**config.mk**
```make
export PLATFORM = sky130hd
export DESIGN_NAME = sprite_column_vertical_scaler
export DESIGN_NICKNAME = d
export VERILOG_FILES = /design/src/rtl/scvs_pkg.sv /design/src/rtl/sprite_column_vertical_scaler.sv
export VERILOG_INCLUDE_DIRS = /design/src /design/src/rtl
export SDC_FILE = /design/constraint.sdc
export NUM_CORES = 1
export LEC_CHECK = 0
export ABC_AREA = 1
export BUFFER_PORTS_ARGS = -buffer_cell sky130_fd_sc_hd__buf_2
export CAP_MARGIN = 15
export CORE_UTILIZATION = 60
export CTS_CLUSTER_DIAMETER = 150
export DETAILED_ROUTE_END_ITERATION = 8
export PLACE_DENSITY = 0.8
export SETUP_SLACK_MARGIN = 0.15
export SYNTH_ARGS = -nofsm -noshare
export SYNTH_HDL_FRONTEND = slang
export SYNTH_SLANG_ARGS = --single-unit
```
**constraint.sdc**
```tcl
create_clock -name i_clk -period 8.8 [get_ports i_clk]
set_input_delay 0.88 -clock i_clk [delete_from_list [all_inputs] [get_ports i_clk]]
set_output_delay 0.88 -clock i_clk [all_outputs]
set_load 0.01 [all_outputs]
```
**src/rtl/sprite_column_vertical_scaler_assert.svh**
```systemverilog
// Assertion macros for the sprite column vertical scaler.
// Needs nothing else. The file that asserts supplies the clock and the reset.
`ifndef SPRITE_COLUMN_VERTICAL_SCALER_ASSERT_SVH
`define SPRITE_COLUMN_VERTICAL_SCALER_ASSERT_SVH

// The consequent holds in the same cycle as the antecedent.
`define SCVS_ASSERT_SAME(label, clk, rst_n, ante, cons) \
    label: assert property (@(posedge clk) disable iff (!rst_n) (ante) |-> (cons)) \
        else $error("scaler assertion failed");

// The consequent holds in the cycle after the antecedent.
`define SCVS_ASSERT_NEXT(label, clk, rst_n, ante, cons) \
    label: assert property (@(posedge clk) disable iff (!rst_n) (ante) |=> (cons)) \
        else $error("scaler assertion failed");

`endif

```
**src/rtl/scvs_pkg.sv**
```systemverilog
// Shared types and constants for the sprite column vertical scaler.
// Has no dependencies. The top level uses it.
package scvs_pkg;

    // Source column geometry.
    localparam int SOURCE_ROWS = 64;
    localparam int SRC_SHIFT   = 6;
    localparam int MAX_RESULTS = 8;

    // Register indexes on the configuration port.
    localparam logic [1:0] REG_SCALED_HEIGHT = 2'd0;
    localparam logic [1:0] REG_VIEW_HEIGHT   = 2'd1;
    localparam logic [1:0] REG_ROW_PITCH     = 2'd2;

    // Register reset values.
    localparam logic [9:0] RST_SCALED_HEIGHT = 10'd64;
    localparam logic [7:0] RST_VIEW_HEIGHT   = 8'd144;
    localparam logic [7:0] RST_ROW_PITCH     = 8'd40;

    // Sequencer states.
    typedef enum logic [2:0] {
        ST_IDLE,
        ST_LO,
        ST_HI,
        ST_CLIP,
        ST_ADDR,
        ST_EMIT
    } t_state;

endpackage

```
**src/rtl/sprite_column_vertical_scaler.sv**
```systemverilog
// An accepted texel word steps through the LO, HI, CLIP and ADDR states of the
// multiplier sequencer; EMIT then gives one row write a cycle while the receiver does
// not stall, for n visible rows (at most eight). With none, CLIP returns to idle. The input stalls until idle.
// Reset (synchronous, active low) clears the sequencer and the output valid,
// and loads the registers with height 64, view 144 and pitch 40.
// Depends on scvs_pkg and sprite_column_vertical_scaler_assert.svh.
`include "sprite_column_vertical_scaler_assert.svh"

module sprite_column_vertical_scaler #(
    parameter int MAX_HEIGHT = 512
) (
    input  logic        i_clk,
    input  logic        i_rst_n,
    // Configuration write port.
    input  logic        i_cfg_we,
    input  logic [1:0]  i_cfg_index,
    input  logic [9:0]  i_cfg_data,
    // Texel input channel.
    input  logic        i_valid,
    output logic        o_stall,
    input  logic [5:0]  i_source_row,
    input  logic [7:0]  i_pixel_value,
    input  logic [15:0] i_column_base,
    input  logic [7:0]  i_bit_mask,
    // Row write output channel.
    output logic        o_valid,
    input  logic        i_stall,
    output logic [15:0] o_dest_address,
    output logic [7:0]  o_screen_row,
    output logic [7:0]  o_write_value,
    output logic [7:0]  o_write_mask,
    output logic        o_last_write
);

    // Configuration registers.
    logic [9:0] r_scaled_height;
    logic [7:0] r_view_height;
    logic [7:0] r_row_pitch;

    always_ff @(posedge i_clk) begin
        if (!i_rst_n) begin
            r_scaled_height <= scvs_pkg::RST_SCALED_HEIGHT;
            r_view_height   <= scvs_pkg::RST_VIEW_HEIGHT;
            r_row_pitch     <= scvs_pkg::RST_ROW_PITCH;
        end else if (i_cfg_we) begin
            case (i_cfg_index)
                scvs_pkg::REG_SCALED_HEIGHT: r_scaled_height <= i_cfg_data;
                scvs_pkg::REG_VIEW_HEIGHT:   r_view_height   <= i_cfg_data[7:0];
                scvs_pkg::REG_ROW_PITCH:     r_row_pitch     <= i_cfg_data[7:0];
                default: ;
            endcase
        end
    end

    scvs_pkg::t_state r_state, n_state;

    logic        in_accept;
    logic        slot_free;
    logic        emit_last;
    logic        span_empty;

    // Captured texel word.
    logic [5:0]  r_src;
    logic [7:0]  r_val;
    logic [15:0] r_base;
    logic [7:0]  r_mask;

    // Row span and address walk.
    logic [9:0]  r_lo;
    logic [10:0] r_hi;
    logic [7:0]  r_row;
    logic [7:0]  r_stop;
    logic [15:0] r_addr;
    logic [2:0]  r_cnt;

    assign in_accept = i_valid && !o_stall;
    assign slot_free = !o_valid || !i_stall;

    // Height saturation and centring offset, truncated toward zero.
    logic [9:0]         h_sat;
    logic signed [11:0] diff;
    logic signed [11:0] top;

    always_comb begin
        if ({1'b0, r_scaled_height} > 11'(MAX_HEIGHT)) begin
            h_sat = 10'(MAX_HEIGHT);
        end else begin
            h_sat = r_scaled_height;
        end
        diff = $signed({4'b0, r_view_height}) - $signed({2'b0, h_sat});
        top  = (diff + $signed({11'b0, diff[11]})) >>> 1;
    end

    // Shared multiplier; operands chosen by the sequencer state.
    logic [10:0] mul_a;
    logic [9:0]  mul_b;
    logic [20:0] mul_p;

    assign mul_p = {10'b0, mul_a} * {11'b0, mul_b};

    // Clipping of the span to the view.
    logic signed [11:0] first_s;
    logic signed [11:0] stop_s;
    logic signed [11:0] first_c;
    logic signed [11:0] stop_c;
    logic signed [11:0] vh_s;

    always_comb begin
        vh_s    = $signed({4'b0, r_view_height});
        first_s = $signed({2'b0, r_lo}) + top;
        stop_s  = $signed({1'b0, r_hi}) + top;
        first_c = (first_s < 12'sd0) ? 12'sd0 : first_s;
        stop_c  = (stop_s > vh_s) ? vh_s : stop_s;
        span_empty = (first_c >= stop_c);
    end

    // The last write of a texel ends the span or fills the result budget.
    assign emit_last = ({1'b0, r_row} + 9'd1 == {1'b0, r_stop})
                    || (r_cnt == 3'(scvs_pkg::MAX_RESULTS - 1));

    // Next state.
    always_comb begin
        n_state = r_state;
        case (r_state)
            scvs_pkg::ST_IDLE: if (in_accept) n_state = scvs_pkg::ST_LO;
            scvs_pkg::ST_LO:   n_state = scvs_pkg::ST_HI;
            scvs_pkg::ST_HI:   n_state = scvs_pkg::ST_CLIP;
            scvs_pkg::ST_CLIP: begin
                n_state = span_empty ? scvs_pkg::ST_IDLE : scvs_pkg::ST_ADDR;
            end
            scvs_pkg::ST_ADDR: n_state = scvs_pkg::ST_EMIT;
            scvs_pkg::ST_EMIT: if (slot_free && emit_last) n_state = scvs_pkg::ST_IDLE;
            default:           n_state = scvs_pkg::ST_IDLE;
        endcase
    end

    // Sequencer outputs: input stall and multiplier operands.
    always_comb begin
        o_stall = (r_state != scvs_pkg::ST_IDLE);
        mul_a   = '0;
        mul_b   = '0;
        case (r_state)
            scvs_pkg::ST_LO: begin
                mul_a = {5'b0, r_src};
                mul_b = h_sat;
            end
            scvs_pkg::ST_HI: begin
                mul_a = {4'b0, {1'b0, r_src} + 7'd1};
                mul_b = h_sat;
            end
            scvs_pkg::ST_ADDR: begin
                mul_a = {3'b0, r_row};
                mul_b = {2'b0, r_row_pitch};
            end
            default: ;
        endcase
    end

    // State register.
    always_ff @(posedge i_clk) begin
        if (!i_rst_n) begin
            r_state <= scvs_pkg::ST_IDLE;
        end else begin
            r_state <= n_state;
        end
    end

    // Datapath registers.
    always_ff @(posedge i_clk) begin
        case (r_state)
            scvs_pkg::ST_IDLE: begin
                if (in_accept) begin
                    r_src  <= i_source_row;
                    r_val  <= i_pixel_value;
                    r_base <= i_column_base;
                    r_mask <= i_bit_mask;
                end
            end
            scvs_pkg::ST_LO: r_lo <= mul_p[scvs_pkg::SRC_SHIFT +: 10];
            scvs_pkg::ST_HI: r_hi <= mul_p[scvs_pkg::SRC_SHIFT +: 11];
            scvs_pkg::ST_CLIP: begin
                r_row  <= first_c[7:0];
                r_stop <= stop_c[7:0];
                r_cnt  <= '0;
            end
            scvs_pkg::ST_ADDR: r_addr <= r_base + mul_p[15:0];
            scvs_pkg::ST_EMIT: begin
                if (slot_free) begin
                    r_row  <= r_row + 8'd1;
                    r_addr <= r_addr + {8'b0, r_row_pitch};
                    r_cnt  <= r_cnt + 3'd1;
                end
            end
            default: ;
        endcase
    end

    // Output word register; it holds while the receiver stalls.
    always_ff @(posedge i_clk) begin
        if (!i_rst_n) begin
            o_valid <= 1'b0;
        end else if (slot_free) begin
            o_valid <= (r_state == scvs_pkg::ST_EMIT);
        end
    end

    always_ff @(posedge i_clk) begin
        if (slot_free && r_state == scvs_pkg::ST_EMIT) begin
            o_dest_address <= r_addr;
            o_screen_row   <= r_row;
            o_write_value  <= r_val;
            o_write_mask   <= r_mask;
            o_last_write   <= emit_last;
        end
    end

    // The walk never reaches the end of the span while emitting.
    `SCVS_ASSERT_SAME(a_row_in_span, i_clk, i_rst_n,
        r_state == scvs_pkg::ST_EMIT, r_row < r_stop)
    // An accepted texel moves the sequencer into its LO state.
    `SCVS_ASSERT_NEXT(a_accept_starts, i_clk, i_rst_n,
        in_accept, r_state == scvs_pkg::ST_LO)
    // A write issued into a free slot shows up as a valid word.
    `SCVS_ASSERT_NEXT(a_emit_shows, i_clk, i_rst_n,
        r_state == scvs_pkg::ST_EMIT && slot_free, o_valid)

endmodule
```
# == Word-level counts from Yosys, hierarchy flattened ==
# Index checks and enable logic that the tools add are counted.
# Widths: inputs -> output; s select.
# word_totals
register_bits,165
inputBits,55
out_inout_bits,43
elab_cells,83
# classes
addsub,10
mul,1
order_cmp,4
eq_ne,12
mux,15
reduce_logical,21
# op_table
cell,count
$pmux 16 s2,1
$mux 12,2
$pmux 8 s3,1
$pmux 10 s2,1
$pmux 3 s6,1
$mul 11x10->17,1
$add 16x16->16,1
$add 16x8->16,1
$mux 16,1
$pmux 8 s2,1
$reduce_and 2->1,7
$add 11x11->12,1
$add 11x2->12,1
$add 12x11->12,1
$ge 12x12->1,1
$gt 12x9->1,1
$lt 12x1->1 const B,1
$mux 3,4
$sub 8x10->11,1
$gt 10x10->1 const B,1
$mux 10,1
$add 8x1->9 const B,1
$eq 3x3->1 const B,3
$eq 9x8->1,1
other kinds (18),27

# == Longest topological paths before layout ==
# Gate-level depths: netlist of run 1.
# depth
depth_word,10
ltp_mapped,53
ltp_nobuf,52

# == Worst setup path after synthesis of run 1 ==
# OpenSTA, ideal clock, no wires.
# synth_timing
path_kind,reg2reg
from,reg r_state[1]
to,"reg r_addr[14], data pin"
setup_time_ns,0.263
arrival_ns,6.124
required_ns,8.537
slack_ns,2.413
path_stages_with_launch,28
path_buffers,0
path_cell_list,dfxtp_1 -> inv_2 -> nor3_2 -> inv_1 -> nand2_1 -> inv_1 -> o21a_1 -> inv_1 -> nand2_1 -> fa_1 -> fa_1 -> fa_1 -> fa_1 -> inv_1 -> ha_1 -> a21oi_1 -> o21ai_0 -> a21oi_1 -> o21ai_0 -> xor2_1 -> ha_1 -> inv_1 -> nor3_1 -> nand2_1 -> o21ai_0 -> a21oi_1 -> o21ai_0 -> o21ai_0
# synth_via
elab_chain_len,6
# synth_rtl
item,line,rtl
start: declaration,sprite_column_vertical_scaler.sv:55,"scvs_pkg::t_state r_state, n_state;"
start signal: assignment,sprite_column_vertical_scaler.sv:162,r_state <= scvs_pkg::ST_IDLE;
start signal: assignment,sprite_column_vertical_scaler.sv:164,r_state <= n_state;
$eq 3x2->1 or $eq 3x1->1 (tied branches),sprite_column_vertical_scaler.sv:142,case (r_state)
$reduce_or 2->1 (no source line),--,
$pmux 10 s2,sprite_column_vertical_scaler.sv:142,
$mul 11x10->17 *,sprite_column_vertical_scaler.sv:99,"assign mul_p = {10'b0, mul_a} * {11'b0, mul_b};"
net mul_p[13],sprite_column_vertical_scaler.sv:97,logic [20:0] mul_p;
$add 16x16->16 *,sprite_column_vertical_scaler.sv:186,scvs_pkg::ST_ADDR: r_addr <= r_base + mul_p[15:0];
$pmux 16 s2 *,sprite_column_vertical_scaler.sv:170,case (r_state)
end signal: assignment,sprite_column_vertical_scaler.sv:186,
end signal: assignment,sprite_column_vertical_scaler.sv:190,"r_addr <= r_addr + {8'b0, r_row_pitch};"
end: declaration,sprite_column_vertical_scaler.sv:73,logic [15:0] r_addr;
# Mark *: on every way through the listed nets, which the timed path passes. The rest lies on a longest branch.
# A chain may end at the register's enable or synchronous reset.

# == Worst setup path in the final report of run 1 ==
# layout_timing
from,reg r_state[2]
to,"reg r_addr[14], data pin"
# The elaborated chain is that of the path after synthesis.

==> results.toml, run 1 <==
[timing]
hold_violations = 0
finClkSkew_ns = 0.0146
worstMarginPinSlew_ns = 1.09
slew_viol_final = 0
fmax_mhz = 135
final.setup.worst_slack_ns = 1.41
setup-violations-final = 0
rsz0062_at_grt = "no"
tns_ns = 0
slew-limit-headroom = 0.274
fin_crit_ns = 7.39
min_period_over_period = 0.840

[setup_path]
r2r_slack_ns = 1.41
crit_fanout = 10
path_common_cell = "o21ai_0"
path_buf_inv = 4
critPathMaxStageDelay_ns = 0.67
worst_setup_path_end_kind = "register"
worstPathRequired_ns = 8.98
worstSetupStartpoint = "r_state[2]$_SDFFE_PN0P_"
crit_type = "reg -> reg"
worstReg2RegStart = "r_state[2]$_SDFFE_PN0P_"
crit_chain = "inv_1, nor2_4, clkinv_1, nor2_1, nand2_1, fa_1, inv_1, fa_1, fa_1, fa_1, ha_1, a21oi_1, o21ai_0, a21oi_1, o21ai_0, xor2_1, ha_1, inv_1, nor3_1, nand2_1, o21ai_0, a21oi_1, o21ai_0, o21ai_0"
startpoint_type = "register"
critical-path-slowest-cell = "nor2_1"
crit_family = "adder cells"
crit_arrival_ns = 7.57

[yosys]
synth_cells = 1420
yosys_warnings = 0
synthTopCellsByArea = "edfxtp_1, ha_1, nand2_1, fa_1, inv_1"
yosysUniqueCellTypes = 52
ys_seq_area_frac = 0.380
synthFlopType = "edfxtp_1"
yosysMostFrequentCell = "nand2_1"
synthTopCellsByCount = "nand2_1, inv_1, edfxtp_1, ha_1, nor2_1"
syn-cell-area_mm2 = 0.0122
ys_ff_latch = 165
synthArstFlopShare = 0
synth.avg_cell_area_um2 = 8.62
synth_edf_count = 135
synth_top_area_share = 0.331
syn-num-nets = 1641
synth_largest_area_cell = "edfxtp_1"

[routing]
routed_wirelength_um = 32400
drc = 0
drtIter0Drc = 927
first_pass_iters = 5
num_vias = 10152
vias_per_cell = 5.63
wl_per_cell_um = 18.0
ant_nets = 0

[global_route]
antenna_found_initial = 0
grt_pass1_vias = 10022
gr-total-overflow = 0
grt_max_degree = 42
grt_pass1_wl_um = 51600
grtUsageTotal = 0.331

[floorplan]
start_util = 0.621
core-area_mm2 = 0.0197
rows = 51
dieArea_mm2 = 0.0210
die_y_um = 145
die_width_um = 145
num_io_pins = 98

[layout]
area_growth_pct = 10.9
antenna_cells = 0
regArea_mm2 = 0.00465
nNetsFinal = 1746
drive_gt1_frac = 0.131
design_area_mm2 = 0.0136
fillCellCount = 1571
multi_input_area_mm2 = 0.00653

[clock_tree]
cts_buffer_depth = 2
cts-root-buf = "clkbuf_16"
cts_sinks = 165
cts_buffers = 17
cts_hold_buf = 0
cts.reportedPaths.clkPinSlew_ns = 0.07
htree_levels = 4
post_cts_buffers = 0
cts_tree = "yes"
cts-resized-gates = 0
insertion_delay_ns = 0.44

[power_and_ir_drop]
powerDensity_mw_per_mm2 = 218
p_leak_nw = 6.68
vdd_drop_max_mv = 0.173
total_power_w = 0.00297

[placement]
place_area_mm2 = 0.0130
dp_slack_ns = 1.59
dpl.hpwl_um = 25700
port_buffers = 97
place_congestion = 0.984

[outcome]
status = "complete, no violations"

[hold_path]
hold_path_startpoint = "r_mask[0]$_DFFE_PP_"
hp-class = "reg -> reg"

[run]
cap_violations = 0
[cells by family (layout without fill, tap and decap cells)]
family / Yosys count / count (layout) / synth area share
AND/OR/NAND/NOR: 561 / 561 / 0.198
buffers and inverters: 274 / 391 / 0.0872
AO/OA/AOI/OAI: 211 / 211 / 0.102
adder cells (fa/ha/maj): 166 / 166 / 0.202
flip-flops: 165 / 165 / 0.380
XOR/XNOR: 42 / 42 / 0.0301
other: 1 / 1 / 0.000306
[worst paths after layout]
path | endpoint | cells past startpoint
setup / recovery | r_addr[14]$_DFFE_PP_ | 24
hold / removal | o_write_mask[0]$_DFFE_PP_ | 0
setup reg to reg | r_addr[14]$_DFFE_PP_ | 24
hold reg to reg | o_write_mask[0]$_DFFE_PP_ | 0
[per-stage QoR]
step | std cells | utilization | hold slack [ns]
floorplan | 1420 | - | 0.400
global placement | 1771 | 0.660 | 0.400
detailed placement | 1771 | 0.660 | 0.405
CTS | 1802 | 0.688 | 0.416
global route | 1802 | 0.688 | 0.425
finish | 1802 | 0.688 | 0.420
[layout by cell type (no fill, tap or decap), types with 4 or more instances in the layout]
cell type / synthesis / layout
buf_2: 0 / 97
edfxtp_1: 135 / 135
a31oi_1: 5 / 5
nor2_1: 112 / 111
nand2_2: 25 / 25
nor2_4: 3 / 4
inv_6: 0 / 4
a21oi_1: 81 / 81
o21ai_0: 68 / 68
ha_1: 114 / 114
o21ai_1: 4 / 4
nand3_1: 71 / 71
buf_4: 0 / 6
o21bai_1: 5 / 5
o22ai_2: 4 / 4
xnor2_1: 9 / 9
nand2_1: 300 / 300
a21o_1: 4 / 4
fa_1: 52 / 52
o211ai_1: 4 / 4
inv_8: 0 / 4
inv_1: 253 / 252
dfxtp_1: 30 / 30
xor2_1: 33 / 33
nand3b_1: 5 / 5
o21ai_2: 15 / 15
nand4_1: 15 / 15
nor3_1: 15 / 14
clkbuf_16: 0 / 17
[cell type report]
class / instances / share of cell area
tap: 265 / 0.0244
inverter: 257 / 0.0711
timing repair buffer: 103 / 0.0391
sequential: 165 / 0.343
clock inverter: 14 / 0.0103
clock buffer: 17 / 0.0313
multi-input combinational: 981 / 0.481
[report_power, final]
group / total (W) / switching, W / internal [W]
combinational: 0.00120 / 0.000797 / 0.000403
sequential: 0.00104 / 0.0000578 / 0.000978
clock: 0.000729 / 0.000355 / 0.000375
total: 0.00297 / 0.00121 / 0.00176
[flip-flops by register name (all words and copies together), names as in the netlist, 10 cells and up]
signal	flops
r_hi	11
r_scaled_height	10
r_lo	10
r_base	16
o_dest_address	16
r_addr	16
[layer usage]
metal	track usage	part of all wire	vias up
met5	0	0	-
met4	0.175	0.044	0
met3	0.0408	0.059	94
met2	0.552	0.48	411
met1	0.421	0.42	4772
li1	-	-	4875
No activity file was read; power rests on OpenSTA's default activity.
==> inputs of run 2 (changes only) <==
--- a/config.mk
+++ b/config.mk
@@ -9,10 +9,10 @@
 export ABC_AREA = 1
 export BUFFER_PORTS_ARGS = -buffer_cell sky130_fd_sc_hd__buf_2
 export CAP_MARGIN = 15
-export CORE_UTILIZATION = 60
+export CORE_UTILIZATION = 56
 export CTS_CLUSTER_DIAMETER = 150
 export DETAILED_ROUTE_END_ITERATION = 8
-export PLACE_DENSITY = 0.8
+export PLACE_DENSITY = 0.78
 export SETUP_SLACK_MARGIN = 0.15
 export SYNTH_ARGS = -nofsm -noshare
 export SYNTH_HDL_FRONTEND = slang
==> constraint.sdc (replaced) <==
create_clock -name i_clk -period 6.7 [get_ports i_clk]
set_input_delay 0.67 -clock i_clk [delete_from_list [all_inputs] [get_ports i_clk]]
set_output_delay 0.67 -clock i_clk [all_outputs]
set_load 0.01 [all_outputs]
==> run 2 against run 1 <==
Design area increased by 8.4%. Sequential share of layout area down 2.6 points. Core utilization increased by 0.48 points. Critical path type unchanged.
==> results.toml, run 2 (synthesized netlist as in run 1, its figures left out) <==
[outcome]
status = "complete, no violations"

[global_route]
grt_pass1_vias = 10075
grt_pass1_wl_um = 51400
gr-total-overflow = 0
grt_max_degree = 43
antenna_found_initial = 0
grtUsageTotal = 0.303

[routing]
num_vias = 10596
vias_per_cell = 5.63
first_pass_iters = 5
ant_nets = 0
drtIter0Drc = 994
routed_wirelength_um = 34000
wl_per_cell_um = 18.1
drc = 0

[setup_path]
critPathMaxStageDelay_ns = 0.63
r2r_cells = 29
worstReg2RegStart = "r_scaled_height[7]$_SDFFE_PN0P_"
crit_family = "adder cells"
path_common_cell = "nand2_1"
startpoint_type = "register"
crit_fanout = 5
r2r_end = "r_addr[15]$_DFFE_PP_"
worstPathRequired_ns = 6.89
r2r_slack_ns = 0.30
crit_arrival_ns = 6.60
path_buf_inv = 5
critical-path-slowest-cell = "fa_2"
worst_setup_path_end_kind = "register"
crit_type = "reg -> reg"

[placement]
place_congestion = 0.965
dp_slack_ns = 0.0271
port_buffers = 97
dpl.cell_count = 1829
dpl.hpwl_um = 26100
place_area_mm2 = 0.0134

[clock_tree]
cts_hold_buf = 0
cts-root-buf = "clkbuf_16"
cts_sinks = 165
cts.reportedPaths.clkPinSlew_ns = 0.08
htree_levels = 4
cts_buffers = 17
cts_buffer_depth = 2
insertion_delay_ns = 0.44
cts_tree = "yes"

[timing]
fin_crit_ns = 6.40
rsz0062_at_grt = "yes"
tns_ns = 0
final.setup.worst_slack_ns = 0.296
fmax_mhz = 156
worstMarginPinSlew_ns = 1.07
hold_violations = 0
slew-limit-headroom = 0.282
finClkSkew_ns = 0.0157
min_period_over_period = 0.956
setup-violations-final = 0
slew_viol_final = 0

[layout]
final_common_cell = "nand2_1"
area_growth_pct = 20.2
final_core_util = 0.693
mostFrequentLayoutCells = "nand2_1, inv_1, edfxtp_1"
drive_gt1_frac = 0.220
design_area_mm2 = 0.0147
final_cells = 1882
antenna_cells = 0
reg.largest.list = "o_dest_address: 16 flops, r_addr: 16 flops, r_base: 16 flops"
nNetsFinal = 1815

[hold_path]
hold_path_startpoint = "i_bit_mask[2]"
hold_depth = 1
min_to = "r_mask[2]$_DFFE_PP_"
hp-class = "in -> reg"

[floorplan]
die_width_um = 150
core-area_mm2 = 0.0212
dieArea_mm2 = 0.0224
rows = 53
die_y_um = 150
num_io_pins = 98
start_util = 0.577

[power_and_ir_drop]
p_leak_nw = 7.09
powerDensity_mw_per_mm2 = 290
vdd_drop_max_mv = 0.192

[run]
cap_violations = 0
run 2: area by class of cell:
cell class | count | area [µm²]
Sequential cell | 165 | 4660
Tap cell | 275 | 344
Timing Repair Buffer | 169 | 1040
Multi-Input combinational cell | 983 | 7070
Inverter | 257 | 978
Fill cell | 1583 | 6510
Clock buffer | 17 | 425
Clock inverter | 15 | 193
Timing Repair inverter | 1 | 3.75
run 2: routing by layer:
| metal | wire length [µm] | GRT usage |
|---|---|---|
| met5 | 0 | 0 |
| met4 | 1810 | 0.145 |
| met3 | 2230 | 0.0439 |
| met2 | 16200 | 0.507 |
| met1 | 13800 | 0.387 |
run 2: repair_timing:
action | in CTS | in global routing
gates resized for setup | 5 | 113
pin swaps | 2 | 32
setup endpoints to repair | 3 | 7
gates cloned | 0 | 3
setup buffers | 4 | 14
run 2: worst max path at each step:
stage | from | to | slack (ns) | depth (start not counted)
2_1_floorplan | r_state[1]$_SDFFE_PN0P_ | r_addr[14]$_DFFE_PP_ | 0.31 | 27
3_3_place_gp | r_scaled_height[9]$_SDFFE_PN0P_ | r_state[2]$_SDFFE_PN0P_ | 0.27 | 46
3_5_place_dp | r_scaled_height[9]$_SDFFE_PN0P_ | r_state[2]$_SDFFE_PN0P_ | 0.03 | 46
4_1_cts | r_scaled_height[8]$_SDFFE_PN0P_ | r_state[2]$_SDFFE_PN0P_ | 0.12 | 49
5_1_grt | r_scaled_height[7]$_SDFFE_PN0P_ | r_state[2]$_SDFFE_PN0P_ | -0.16 | 50
6_report | r_scaled_height[7]$_SDFFE_PN0P_ | r_addr[15]$_DFFE_PP_ | 0.30 | 29
run 2: power by group:
group / switching, W / internal (W) / leakage, nW / total, W
registers: 0.0000802 / 0.00129 / 1.50 / 0.00137
logic: 0.00117 / 0.000716 / 5.30 / 0.00189
clock network: 0.000509 / 0.000513 / 0.296 / 0.00102
total: 0.00176 / 0.00251 / 7.09 / 0.00427
run 2: metrics by stage:
step | hold WS, ns | power (W)
after floorplan | 0.400 | 0.00250
after global placement | 0.400 | 0.00294
after detailed placement | 0.405 | 0.00299
after CTS | 0.390 | 0.00403
after global routing | 0.382 | 0.00452
final | 0.393 | 0.00427
==> inputs of run 3 (changes only) <==
--- a/config.mk
+++ b/config.mk
@@ -6,14 +6,15 @@
 export SDC_FILE = /design/constraint.sdc
 export NUM_CORES = 1
 export LEC_CHECK = 0
-export ABC_AREA = 1
+export ABC_AREA = 0
 export BUFFER_PORTS_ARGS = -buffer_cell sky130_fd_sc_hd__buf_2
 export CAP_MARGIN = 15
-export CORE_UTILIZATION = 56
+export CORE_UTILIZATION = 55
 export CTS_CLUSTER_DIAMETER = 150
 export DETAILED_ROUTE_END_ITERATION = 8
-export PLACE_DENSITY = 0.78
+export PLACE_DENSITY = 0.77
 export SETUP_SLACK_MARGIN = 0.15
+export SKIP_LAST_GASP = 1
 export SYNTH_ARGS = -nofsm -noshare
 export SYNTH_HDL_FRONTEND = slang
 export SYNTH_SLANG_ARGS = --single-unit
==> run 3 against run 2 <==
The flow now finishes with violations (setup timing). Clock skew increased by 0.0045 ns. Cell count decreased by 14%. Maximum frequency decreased by 10%. Sequential power decreased by 10%. Count of clock-buffer cells in the layout unchanged. Combinational power decreased by 45%. Die area decreased by 1.6%. Via count decreased by 11%. Non-clock buffer count increased by 58. Clock power about the same. Worst hold slack got worse by 0.0014 ns. Sequential cell count unchanged. Critical path type unchanged. Highest routed layer unchanged.
==> results.toml, run 3 <==
[timing]
fin_crit_ns = 7.12
hold_violations = 0
worstMarginPinSlew_ns = 1.10
setup-violations-final = 6
min_period_over_period = 1.06
slew_viol_final = 0
tns_ns = -1.03
fmax_mhz = 140
final.setup.worst_slack_ns = -0.419
slew-limit-headroom = 0.264
finClkSkew_ns = 0.0202
rsz0062_at_grt = "yes"

[power_and_ir_drop]
vdd_drop_max_mv = 0.181
seq_power_share = 0.371
total_power_w = 0.00332
powerDensity_mw_per_mm2 = 225
clockPowerShare = 0.315
p_leak_nw = 6.47
swShare = 0.339
combinationalPowerShare = 0.314
switching_power_w = 0.00112
p_int_w = 0.00219

[yosys]
synth_compound_area_frac = 0.119
synthAdderAreaFrac = 0.209
synthArstFlopShare = 0
synth_top_area_share = 0.343
synthXorXnorAreaFrac = 0.0635
synth_largest_area_cell = "edfxtp_1"
synth.avg_cell_area_um2 = 10.6
yosysMostFrequentCell = "edfxtp_1"
ys_ff_latch = 165
synth_top_family_by_area = "adder cells"
synthFlopType = "edfxtp_1"
synthTopCellsByCount = "edfxtp_1, ha_1, nor2_1, inv_1, nand2_1"
syn-num-nets = 1333
synth_cells = 1112
synthTopCellsByArea = "edfxtp_1, ha_1, fa_1, dfxtp_1, xnor2_1"
synth_simple_gate_area_frac = 0.138
ys_seq_area_frac = 0.394
yosys_warnings = 0
yosysUniqueCellTypes = 73
synth.mux.area_fraction = 0.0387
syn-cell-area_mm2 = 0.0118
synth_edf_count = 135

[floorplan]
core-area_mm2 = 0.0210
start_util = 0.562
rows = 53
num_io_pins = 98
die_y_um = 149
dieArea_mm2 = 0.0221
die_width_um = 149

[routing]
wl_per_cell_um = 19.9
num_vias = 9473
ant_nets = 0
drtIter0Drc = 659
drc = 0
first_pass_iters = 5
routed_wirelength_um = 32300
vias_per_cell = 5.84

[clock_tree]
cts_buffer_depth = 2
cts_tree = "yes"
cts-root-buf = "clkbuf_16"
insertion_delay_ns = 0.45
cts_buffers = 17
cts.reportedPaths.clkPinSlew_ns = 0.09
htree_levels = 4
cts_sinks = 165

[placement]
dpl.hpwl_um = 23400
place_congestion = 0.966
dpl.cell_count = 1556
port_buffers = 97

[setup_path]
worstPathRequired_ns = 7.07
critical-path-slowest-cell = "o41ai_4"
critPathMaxStageDelay_ns = 0.44
startpoint_type = "register"
worst_setup_path_end_kind = "register"
crit_arrival_ns = 7.49
crit_type = "reg -> reg"
worstSetupStartpoint = "r_scaled_height[2]$_SDFFE_PN0P_"
worstReg2RegStart = "r_scaled_height[2]$_SDFFE_PN0P_"
crit_fanout = 4

[layout]
final_common_cell = "edfxtp_1"
fillCellCount = 1446
final_cells = 1621
antenna_cells = 0
regArea_mm2 = 0.00466
nNetsFinal = 1554
multi_input_area_mm2 = 0.00726
reg.largest.list = "o_dest_address: 16 flops, r_addr: 16 flops, r_base: 16 flops"
drive_gt1_frac = 0.282
final_core_util = 0.700
area_growth_pct = 24.5
mostFrequentLayoutCells = "edfxtp_1, buf_4, ha_1"

[global_route]
gr-total-overflow = 0
grt_max_degree = 42
antenna_found_initial = 1
grt_pass1_wl_um = 47300
grt_pass1_vias = 9309
grtUsageTotal = 0.285

[hold_path]
hp-class = "in -> reg"
hold_path_startpoint = "i_column_base[1]"

[outcome]
violations = "setup timing"
status = "complete, but fails checks"

[run]
cap_violations = 0
==> run 3: power by group through the flow <==
stage | clock (W) | sequential, W | combinational [W]
4_1_cts | 0.00105 | 0.00123 | 0.000954
3_5_place_dp | 0 | 0.00125 | 0.000905
2_1_floorplan | 0 | 0.00124 | 0.000621
5_1_grt | 0.00109 | 0.00123 | 0.00113
3_3_place_gp | 0 | 0.00125 | 0.000883
6_report | 0.00104 | 0.00123 | 0.00104
==> run 3: final timing paths <==
path	endpoint	slack, ns	depth (start not counted)
min reg2reg	o_write_mask[1]$_DFFE_PP_	0.42	0
min	r_base[1]$_DFFE_PP_	0.39	1
max	r_state[2]$_SDFFE_PN0P_	-0.42	39
max reg2reg	r_state[2]$_SDFFE_PN0P_	-0.42	39
==> run 3: cell type report <==
type,count,area share
clock buffer,17,0.0289
clock inverter,15,0.0144
inverter,88,0.0224
multi-input combinational,834,0.493
sequential,165,0.316
tap,275,0.0234
timing repair buffer,227,0.101
==> run 3: cells by family after synthesis <==
logic type      Yosys count
fa+ha+maj               166
mux                      44
flops                   165
xor+xnor                 84
compound gates          211
other cells               1
buf+inv                 113
simple gates            328
==> run 3: worst max-delay path: cells and delay by family (launching register included) <==
family / cells / cell delay, ns
DFF: 1 / 0.33
adders and majority gates: 5 / 1.33
AOI/OAI and AO/OA: 18 / 3.24
and+or+nand+nor: 11 / 1.41
xor gates and xnor gates: 2 / 0.30
buffers and inverters: 2 / 0.14
muxes: 1 / 0.31
==> run 3: stage by stage <==
step / area, µm² / hold WS [ns] / setup slack (ns)
global placement: 13400 / 0.400 / -0.0699
detailed placement: 13400 / 0.405 / -0.394
floorplan: 11900 / 0.400 / -0.106
finish: 14700 / 0.392 / -0.419
global route: 14700 / 0.383 / -0.804
CTS: 14300 / 0.389 / -0.209
==> run 3: per-layer routing <==
metal	part of all wire	GRT usage
met1	0.39	0.354
met2	0.50	0.488
met3	0.061	0.0429
met4	0.048	0.134
met5	0	0
==> run 3: what timing repair did <==
item	in CTS	in global routing
resized for setup	31	67
endpoints found under the hold margin	0	0
setup buffers	16	17
hold buffers	0	0
setup endpoints to repair	4	8
pin swaps	45	56
